==> src/rtl/nrfrp_pkg.sv <==
`timescale 1ns / 1ps
`default_nettype none
// ----------------------------------------------------------------------------
// nrfrp_pkg: shared types and constants of the receive filter and ring placer
// Holds the stream field layouts, the codes used on the ports and the
// multicast hash function.
// ----------------------------------------------------------------------------
package nrfrp_pkg;

    // Input item kinds carried on s_axis_tuser.
    localparam logic [1:0] KIND_FRAME    = 2'd0;
    localparam logic [1:0] KIND_BOUNDARY = 2'd1;
    localparam logic [1:0] KIND_CURRENT  = 2'd2;

    // Result outcome codes.
    localparam logic [1:0] OUTCOME_STORED   = 2'd0;
    localparam logic [1:0] OUTCOME_STOPPED  = 2'd1;
    localparam logic [1:0] OUTCOME_FULL     = 2'd2;
    localparam logic [1:0] OUTCOME_FILTERED = 2'd3;

    // Configuration register indexes.
    localparam int CFG_IDX_W = 3;
    localparam logic [CFG_IDX_W-1:0] CFG_RX_STOPPED = 3'd0;
    localparam logic [CFG_IDX_W-1:0] CFG_RX_MODE    = 3'd1;
    localparam logic [CFG_IDX_W-1:0] CFG_RING_START = 3'd2;
    localparam logic [CFG_IDX_W-1:0] CFG_RING_STOP  = 3'd3;
    localparam logic [CFG_IDX_W-1:0] CFG_STATION    = 3'd4;
    localparam logic [CFG_IDX_W-1:0] CFG_MCAST      = 3'd5;
    localparam logic [CFG_IDX_W-1:0] CFG_INT_MASK   = 3'd6;

    // Receive mode bits.
    localparam int MODE_BCAST_BIT   = 2;
    localparam int MODE_MCAST_BIT   = 3;
    localparam int MODE_PROMISC_BIT = 4;

    // Header status byte values.
    localparam logic [7:0] STATUS_OK    = 8'h01;
    localparam logic [7:0] STATUS_GROUP = 8'h20;

    localparam logic [47:0] BCAST_MAC   = 48'hffff_ffff_ffff;
    localparam logic [31:0] CRC_PRESET  = 32'hffff_ffff;
    localparam logic [31:0] CRC_POLY_LO = 32'h04c1_1db6;

    localparam int IN_TDATA_W  = 72;
    localparam int OUT_TDATA_W = 40;

    typedef struct packed {
        logic [1:0]  kind;
        logic [47:0] dest_mac;
        logic [10:0] frame_length;
        logic [7:0]  page_value;
    } in_item_t;

    typedef struct packed {
        logic        accepted;
        logic [1:0]  outcome;
        logic [7:0]  status_byte;
        logic [7:0]  header_page;
        logic [7:0]  next_page;
        logic [10:0] stored_length;
        logic        irq_line;
    } result_t;

    // CRC-32, shifted left with no final inversion, over the six address bytes, first byte first, each
    // byte least significant bit first; the hash is the top six bits.
    // The whole loop folds into a small XOR network.
    function automatic logic [5:0] mcast_hash(input logic [47:0] mac);
        logic [31:0] crc;
        logic        fb;
        crc = CRC_PRESET;
        for (int i = 0; i < 6; i++) begin
            for (int j = 0; j < 8; j++) begin
                fb  = crc[31] ^ mac[40 - 8 * i + j];
                crc = {crc[30:0], 1'b0};
                if (fb) begin
                    crc = (crc ^ CRC_POLY_LO) | 32'h1;
                end
            end
        end
        return crc[31:26];
    endfunction

endpackage
`default_nettype wire

==> src/rtl/nic_rx_filter_ring_placer_unit.sv <==
`timescale 1ns / 1ps
`default_nettype none
// ----------------------------------------------------------------------------
// nic_rx_filter_ring_placer_unit: receive address filter and ring page placer
// Decides for each received frame whether it enters the paged receive ring,
// and where, in the manner of an 8390-style controller.
// ----------------------------------------------------------------------------
// Usage
// The s_axis channel carries one transaction per item: tuser gives the kind
// (frame arrival, boundary page write or current page write), tdata the
// destination address, the frame length and the page value. Every frame
// arrival yields exactly one transaction on m_axis with the accept flag,
// the drop reason, the header status byte, header and next pages, the stored
// length and the interrupt level. Page writes yield no result.
// The cfg channel writes the configuration registers; it is always ready,
// and is meant to be used only while no item is in flight.
// An accepted item is held in the input register; then the filter, ring
// space check and page arithmetic resolve in one pass into the result
// register. Throughput is one item per cycle while m_axis is not stalled;
// the ring state an item updates is seen by the very next item. When the
// receiver stalls m_axis, the result holds, a further frame waits in the
// input register, and s_axis_tready drops only once both are occupied.
// Page writes pass through even during that wait only if nothing is
// queued ahead of them.
// Reset clears all configuration registers, the write and boundary pages and
// the receive interrupt status, and empties both registers.
// ----------------------------------------------------------------------------
module nic_rx_filter_ring_placer_unit #(
    parameter int MAX_FRAME_BYTES = 1514,
    parameter int MIN_FRAME_BYTES = 60
) (
    input  wire  logic                                 clk,
    input  wire  logic                                 rst_n,
    // Input stream.
    input  wire  logic                                 s_axis_tvalid,
    output logic                                       s_axis_tready,
    // tdata, from bit 0: dest_mac[47:0], frame_length[58:48],
    // page_value[66:59], zero fill up to bit 71.
    input  wire  logic [nrfrp_pkg::IN_TDATA_W-1:0]     s_axis_tdata,
    // tuser, from bit 0: kind[1:0].
    input  wire  logic [1:0]                           s_axis_tuser,
    // Result stream.
    output logic                                       m_axis_tvalid,
    input  wire  logic                                 m_axis_tready,
    // tdata, from bit 0: status_byte[7:0], header_page[15:8],
    // next_page[23:16], stored_length[34:24], irq_line[35], zero fill to 39.
    output logic [nrfrp_pkg::OUT_TDATA_W-1:0]          m_axis_tdata,
    // tuser, from bit 0: accepted[0], outcome[2:1].
    output logic [2:0]                                 m_axis_tuser,
    // Configuration write channel.
    input  wire  logic                                 cfg_valid,
    output logic                                       cfg_ready,
    input  wire  logic [nrfrp_pkg::CFG_IDX_W-1:0]      cfg_index,
    input  wire  logic [63:0]                          cfg_data
);

    // Widths of the length and page arithmetic follow the largest frame, but
    // never drop below the width of the incoming length field.
    localparam int LEN_RAW_W = $clog2(MAX_FRAME_BYTES + 8 + 256);
    localparam int LEN_W  = (LEN_RAW_W > 11) ? LEN_RAW_W : 11;
    localparam int ADV_W  = LEN_W - 8;
    localparam int NEXT_W = ((ADV_W > 8) ? ADV_W : 8) + 1;
    localparam logic [LEN_W-1:0] MAX_LEN = LEN_W'(MAX_FRAME_BYTES);
    localparam logic [LEN_W-1:0] MIN_LEN = LEN_W'(MIN_FRAME_BYTES);
    // Pages that must be free: less than MAX_FRAME_BYTES + 4 bytes is full.
    localparam logic signed [9:0] FULL_PAGES =
        10'((MAX_FRAME_BYTES + 4 + 255) / 256);

    // Configuration registers.
    logic        rx_stopped_reg;
    logic [7:0]  rx_mode_reg;
    logic [7:0]  ring_start_reg;
    logic [7:0]  ring_stop_reg;
    logic [47:0] station_mac_reg;
    logic [63:0] mcast_filter_reg;
    logic [7:0]  int_mask_reg;

    // Ring state. Only bit 0 of the interrupt status is ever set here.
    logic        write_page_valid;
    logic [7:0]  write_page_reg;
    logic [7:0]  write_page_next;
    logic [7:0]  read_boundary_reg;
    logic        rx_int_reg;
    logic        rx_int_next;

    // Input and result registers.
    logic                 in_valid_reg;
    nrfrp_pkg::in_item_t  in_item_reg;
    logic                 out_valid_reg;
    nrfrp_pkg::result_t   result_reg;
    nrfrp_pkg::result_t   result_next;

    logic advance;
    logic is_frame;

    // Working signals of the single pass.
    logic signed [9:0] free_pages;
    logic              ring_full;
    logic              addr_pass;
    logic [LEN_W-1:0]  len_clamped;
    logic [LEN_W-1:0]  len_plus;
    logic [ADV_W-1:0]  page_adv;
    logic [NEXT_W-1:0] next_raw;
    logic [NEXT_W-1:0] next_wrapped;
    logic [1:0]        outcome;

    assign write_page_valid = 1'b1;
    assign cfg_ready        = 1'b1;

    assign is_frame = (in_item_reg.kind == nrfrp_pkg::KIND_FRAME);
    // Page writes and the ignored kind never need the result register.
    assign advance = in_valid_reg && (!is_frame || !out_valid_reg || m_axis_tready);
    assign s_axis_tready = !in_valid_reg || advance;

    // Free space in pages. With the write page behind the boundary the gap is
    // free; otherwise the free part is the ring size less the used span.
    always_comb
    begin
        if (write_page_reg <= read_boundary_reg)
        begin
            free_pages = $signed({2'b00, read_boundary_reg})
                       - $signed({2'b00, write_page_reg});
        end
        else
        begin
            free_pages = ($signed({2'b00, ring_stop_reg}) - $signed({2'b00, ring_start_reg}))
                       - ($signed({2'b00, write_page_reg})
                          - $signed({2'b00, read_boundary_reg}));
        end
        ring_full = (free_pages < FULL_PAGES);
    end

    // Address filter: promiscuous passes all, broadcast and multicast need
    // their mode bits, and unicast must match the station address.
    always_comb
    begin
        if (rx_mode_reg[nrfrp_pkg::MODE_PROMISC_BIT])
        begin
            addr_pass = 1'b1;
        end
        else if (in_item_reg.dest_mac == nrfrp_pkg::BCAST_MAC)
        begin
            addr_pass = rx_mode_reg[nrfrp_pkg::MODE_BCAST_BIT];
        end
        else if (in_item_reg.dest_mac[40])
        begin
            addr_pass = rx_mode_reg[nrfrp_pkg::MODE_MCAST_BIT]
                     && mcast_filter_reg[nrfrp_pkg::mcast_hash(in_item_reg.dest_mac)];
        end
        else
        begin
            addr_pass = (in_item_reg.dest_mac == station_mac_reg);
        end
    end

    // Length padding and next page computation.
    always_comb
    begin
        len_clamped = LEN_W'(in_item_reg.frame_length);
        if (len_clamped > MAX_LEN)
        begin
            len_clamped = MAX_LEN;
        end
        if (len_clamped < MIN_LEN)
        begin
            len_clamped = MIN_LEN;
        end
        // Four header bytes plus the four added to the stored length, rounded up to pages.
        len_plus     = len_clamped + LEN_W'(8 + 255);
        page_adv     = len_plus[LEN_W-1:8];
        next_raw     = NEXT_W'(write_page_reg) + NEXT_W'(page_adv);
        next_wrapped = next_raw;
        if (next_raw >= NEXT_W'(ring_stop_reg))
        begin
            next_wrapped = next_raw - NEXT_W'(ring_stop_reg) + NEXT_W'(ring_start_reg);
        end
    end

    always_comb
    begin
        if (rx_stopped_reg)
        begin
            outcome = nrfrp_pkg::OUTCOME_STOPPED;
        end
        else if (ring_full)
        begin
            outcome = nrfrp_pkg::OUTCOME_FULL;
        end
        else if (!addr_pass)
        begin
            outcome = nrfrp_pkg::OUTCOME_FILTERED;
        end
        else
        begin
            outcome = nrfrp_pkg::OUTCOME_STORED;
        end
    end

    // Result and state updates for the item in the input register.
    always_comb
    begin
        write_page_next = write_page_reg;
        rx_int_next     = rx_int_reg;
        result_next     = '0;
        result_next.outcome  = outcome;
        result_next.irq_line = rx_int_reg && int_mask_reg[0];
        if (outcome == nrfrp_pkg::OUTCOME_STORED)
        begin
            result_next.accepted      = 1'b1;
            result_next.status_byte   = nrfrp_pkg::STATUS_OK
                | (in_item_reg.dest_mac[40] ? nrfrp_pkg::STATUS_GROUP : 8'h00);
            result_next.header_page   = write_page_reg;
            result_next.next_page     = next_wrapped[7:0];
            result_next.stored_length = 11'(len_clamped + LEN_W'(4));
            result_next.irq_line      = int_mask_reg[0];
            write_page_next           = next_wrapped[7:0];
            rx_int_next               = 1'b1;
        end
    end

    always_ff @(posedge clk or negedge rst_n)
    begin
        if (!rst_n)
        begin
            rx_stopped_reg   <= 1'b0;
            rx_mode_reg      <= '0;
            ring_start_reg   <= '0;
            ring_stop_reg    <= '0;
            station_mac_reg  <= '0;
            mcast_filter_reg <= '0;
            int_mask_reg     <= '0;
        end
        else if (cfg_valid && cfg_ready)
        begin
            unique case (cfg_index)
                nrfrp_pkg::CFG_RX_STOPPED: rx_stopped_reg   <= cfg_data[0];
                nrfrp_pkg::CFG_RX_MODE:    rx_mode_reg      <= cfg_data[7:0];
                nrfrp_pkg::CFG_RING_START: ring_start_reg   <= cfg_data[7:0];
                nrfrp_pkg::CFG_RING_STOP:  ring_stop_reg    <= cfg_data[7:0];
                nrfrp_pkg::CFG_STATION:    station_mac_reg  <= cfg_data[47:0];
                nrfrp_pkg::CFG_MCAST:      mcast_filter_reg <= cfg_data;
                nrfrp_pkg::CFG_INT_MASK:   int_mask_reg     <= cfg_data[7:0];
                default:                   ;
            endcase
        end
    end

    always_ff @(posedge clk or negedge rst_n)
    begin
        if (!rst_n)
        begin
            write_page_reg    <= '0;
            read_boundary_reg <= '0;
            rx_int_reg        <= 1'b0;
        end
        else if (advance && write_page_valid)
        begin
            case (in_item_reg.kind)
                nrfrp_pkg::KIND_BOUNDARY: read_boundary_reg <= in_item_reg.page_value;
                nrfrp_pkg::KIND_CURRENT:  write_page_reg    <= in_item_reg.page_value;
                nrfrp_pkg::KIND_FRAME:
                begin
                    write_page_reg <= write_page_next;
                    rx_int_reg     <= rx_int_next;
                end
                default: ;
            endcase
        end
    end

    // Input register.
    always_ff @(posedge clk or negedge rst_n)
    begin
        if (!rst_n)
        begin
            in_valid_reg <= 1'b0;
        end
        else if (s_axis_tready)
        begin
            in_valid_reg <= s_axis_tvalid;
        end
    end

    always_ff @(posedge clk)
    begin
        if (s_axis_tready && s_axis_tvalid)
        begin
            in_item_reg.kind         <= s_axis_tuser;
            in_item_reg.dest_mac     <= s_axis_tdata[47:0];
            in_item_reg.frame_length <= s_axis_tdata[58:48];
            in_item_reg.page_value   <= s_axis_tdata[66:59];
        end
    end

    // Result register.
    always_ff @(posedge clk or negedge rst_n)
    begin
        if (!rst_n)
        begin
            out_valid_reg <= 1'b0;
        end
        else if (advance && is_frame)
        begin
            out_valid_reg <= 1'b1;
        end
        else if (m_axis_tready)
        begin
            out_valid_reg <= 1'b0;
        end
    end

    always_ff @(posedge clk)
    begin
        if (advance && is_frame)
        begin
            result_reg <= result_next;
        end
    end

    assign m_axis_tvalid = out_valid_reg;
    assign m_axis_tdata  = {4'b0000,
                            result_reg.irq_line,
                            result_reg.stored_length,
                            result_reg.next_page,
                            result_reg.header_page,
                            result_reg.status_byte};
    assign m_axis_tuser  = {result_reg.outcome, result_reg.accepted};

endmodule
`default_nettype wire

==> config.mk <==
export PLATFORM = sky130hd
export DESIGN_NAME = nic_rx_filter_ring_placer_unit
export DESIGN_NICKNAME = d
export VERILOG_FILES = /design/src/rtl/nrfrp_pkg.sv /design/src/rtl/nic_rx_filter_ring_placer_unit.sv
export SDC_FILE = /design/constraint.sdc
export NUM_CORES = 1
export LEC_CHECK = 0
export BUFFER_PORTS_ARGS = -buffer_cell sky130_fd_sc_hd__clkbuf_2
export CAP_MARGIN = 15
export CORE_MARGIN = 5
export CORE_UTILIZATION = 59
export CTS_CLUSTER_SIZE = 14
export DETAILED_ROUTE_END_ITERATION = 8
export PLACE_DENSITY_LB_ADDON = 0.08
export SYNTH_ARGS = -nofsm -noshare
export SYNTH_HDL_FRONTEND = slang
export SYNTH_SLANG_ARGS = --single-unit
==> constraint.sdc <==
create_clock -name clk -period 7.55 [get_ports clk]
set_input_delay 0.755 -clock clk [delete_from_list [all_inputs] [get_ports clk]]
set_output_delay 0.755 -clock clk [all_outputs]
set_load 0.01 [all_outputs]
==> impl_metrics.toml <==
[job]
cap_viol_max_count = 0

[clock_network]
cts.path.max_buffers = 3
clock-root-buffer = "clkbuf_16"
cts_hold_buf = 0
clock_sinks = 253
cts_buffers = 27
cts_tree = "yes"
cts_max_level = 1
cts_resized = 0
clk_latency_ns = 0.55
cts_setup_buffers = 0
path_clk_slew_ns = 0.06

[floorplan]
die_area_um2 = 30100
die_x_um = 174
rows = 59
coreArea_um2 = 26200
start_util = 0.602
ioPinCount = 192
dieHeight_um = 174

[timing]
fin_setup_tns_ns = 0
fmax_mhz = 145
fin_skew_ns = 0.0383
slew_headroom = 0.333
layout_min_cycle_time_ns = 6.91
whs_ns = 0.231
finalMaxSlewViolations = 0
hold_viol = 0
worst_pin_slew_ns = 1.00
post-route-period-util = 0.916
rsz0062_at_grt = "no"
setup_violations = 0

[synth]
post_synth_num_cell_types = 75
synth_async_sr_flop_share = 0.601
syn-instance-count = 1275
synth.area.top_cells = "dfrtp_1 24%, edfxtp_1 19%, mux2_2 9.3%, xnor2_1 7.0%, xnor3_1 7.0%"
ys_seq_area_frac = 0.433
yosys_warnings = 0
synth-seq-cells = 253
synth_top_area_share = 0.241
netlist_area_um2 = 15800
synth_edf_count = 101
syn_area_per_cell_um2 = 12.4
yosys_most_used_dff = "dfrtp_1"
yosys.area.top_type = "dfrtp_1"

[worst_setup_path]
r2r_end = "m_axis_tdata[30]$_SDFFCE_PP0P_"
path_max_fanout = 24
crit_path_frequent_cell = "xnor3_1"
crit_arrival_ns = 7.14
critPathBufInv = 2
crit_slowest_cell = "edfxtp_1"
required_ns = 7.77
max_stage_delay_ns = 0.69
reg2reg_depth = 18
worstPathCellList = "xnor2_1 -> xnor3_1 -> xnor3_1 -> xnor2_1 -> xnor3_1 -> xnor2_2 -> xnor3_2 -> or3b_2 -> and2_1 -> o221a_2 -> a22oi_1 -> o22ai_1 -> nor4_1 -> buf_4 -> o21bai_2 -> nand2b_1 -> buf_4 -> a211oi_1"
r2r-start = "in_item_reg[66]$_DFFE_PP_"
cpLargestDelayFamily = "XOR/XNOR gates"
critPathKind = "register to register"
reg2reg_slack_ns = 0.64
start_kind = "register"
cp-end-kind = "register"

[placement]
dp.cells = 1746
io_buffers = 175
place.gp.congestion = 0.931
dpl.hpwl_mm = 30.4

[cells_and_area]
fin_nets = 1652
layout.cells.non_filler = 1795
largest_reg_flops = 69
diodes = 0
area_delta_synth_final_pct = 12.4
drive_gt1_frac = 0.273

[global_route]
track_usage = 0.256
grt_max_degree = 79
overflow = 0
grt_pass1_vias = 10600
grt_pass1_wl_mm = 60.1
antenna_found_initial = 0

[detailed_routing]
first_iter_violations = 855
first_pass_iters = 5
routed-wl-met3_mm = 2.25
drcViolationCount = 0
top_layer = "met4"
wl_met2_mm = 19.2
wire_per_inst_um = 21.7
drt_wl_total_mm = 39.0
post_drt_via_cell_ratio = 5.76
wl_met1_mm = 16.1
antenna_left = 0
dr_total_vias = 10300

[outcome]
outcome = "finished, final reports clean"

[min_path]
hold_path_class = "primary input to async pin"
cells by family after synthesis:
logic type	count (synthesis)	synth area share
xor gates and xnor gates	276	0.220
DFF	253	0.433
and+or+nand+nor	208	0.0694
AOI/OAI and AO/OA	179	0.0747
buffers and inverters	148	0.0431
muxes	143	0.101
adders and majority gates	66	0.0580
other	2	0.000476
layout by cell type (no fill, tap or decap), types with 7 or more instances in the layout:
cell type  count
a21o_1        15
a21oi_1       48
buf_4         18
clkbuf_1       7
clkbuf_16     27
clkbuf_2     174
conb_1        11
dfrtp_1      152
edfxtp_1     101
fa_1          12
ha_1          54
inv_1         82
mux2_2       131
mux2i_1       12
nand2_1       37
nand2b_1      12
nand3_1       11
nand4_1       18
nor2_1        40
nor2b_1        9
nor3_1        29
nor4_1        17
o21a_1        13
o21ai_0       43
o22ai_1       12
xnor2_1      127
xnor2_2        7
xnor3_1       49
xnor3_2        7
xor2_1        72
xor3_1         7
routing by layer:
layer,track usage,up-vias
met5,0,-
met3,0.0345,87
met2,0.440,407
met4,0.0855,0
li1,-,4833
met1,0.337,5019
worst max path at each step:
| stage | start | cells past startpoint | slack, ns | end |
|---|---|---|---|---|
| after floorplan | in_item_reg[63]$_DFFE_PP_ | 21 | 1.65 | m_axis_tdata[24]$_SDFFCE_PP0P_ |
| after global placement | in_item_reg[51]$_DFFE_PP_ | 18 | 0.84 | m_axis_tdata[33]$_SDFFCE_PP0P_ |
| after detailed placement | in_item_reg[66]$_DFFE_PP_ | 18 | 0.81 | m_axis_tdata[30]$_SDFFCE_PP0P_ |
| after CTS | in_item_reg[66]$_DFFE_PP_ | 18 | 0.72 | m_axis_tdata[30]$_SDFFCE_PP0P_ |
| after global routing | in_item_reg[66]$_DFFE_PP_ | 19 | 0.46 | write_page_reg[7]$_DFFE_PN0P_ |
| final | in_item_reg[66]$_DFFE_PP_ | 18 | 0.64 | m_axis_tdata[30]$_SDFFCE_PP0P_ |
cells in the mapped netlist, types with 13 or more instances:
cell,number
dfrtp_1,152
mux2_2,131
xnor2_1,127
edfxtp_1,101
inv_1,82
xor2_1,72
ha_1,54
xnor3_1,49
a21oi_1,48
o21ai_0,43
nor2_1,40
nand2_1,37
clkbuf_1,33
nor3_1,29
nand4_1,18
nor4_1,18
buf_4,16
a21o_1,15
o21a_1,13
per-stage QoR:
stage	area (µm²)	worst slack [ns]	util
3_3_place_gp	16900	0.839	0.645
3_5_place_dp	16900	0.813	0.645
6_report	17700	0.636	0.677
4_1_cts	17700	0.718	0.677
5_1_grt	17700	0.458	0.677
2_1_floorplan	15800	1.65	-
area by class of cell:
class / count / area, µm²
repair buffers: 193 / 1020
clock inverters: 13 / 121
flip-flops and latches: 253 / 6840
multi-input cells: 883 / 8310
clock buffers: 36 / 729
well taps: 335 / 419
fillers: 1946 / 8460
inverters: 82 / 308
Power is left out: the tool's default activity adds up to more than one toggle a clock period on the data nets, which glitch-free logic cannot reach.
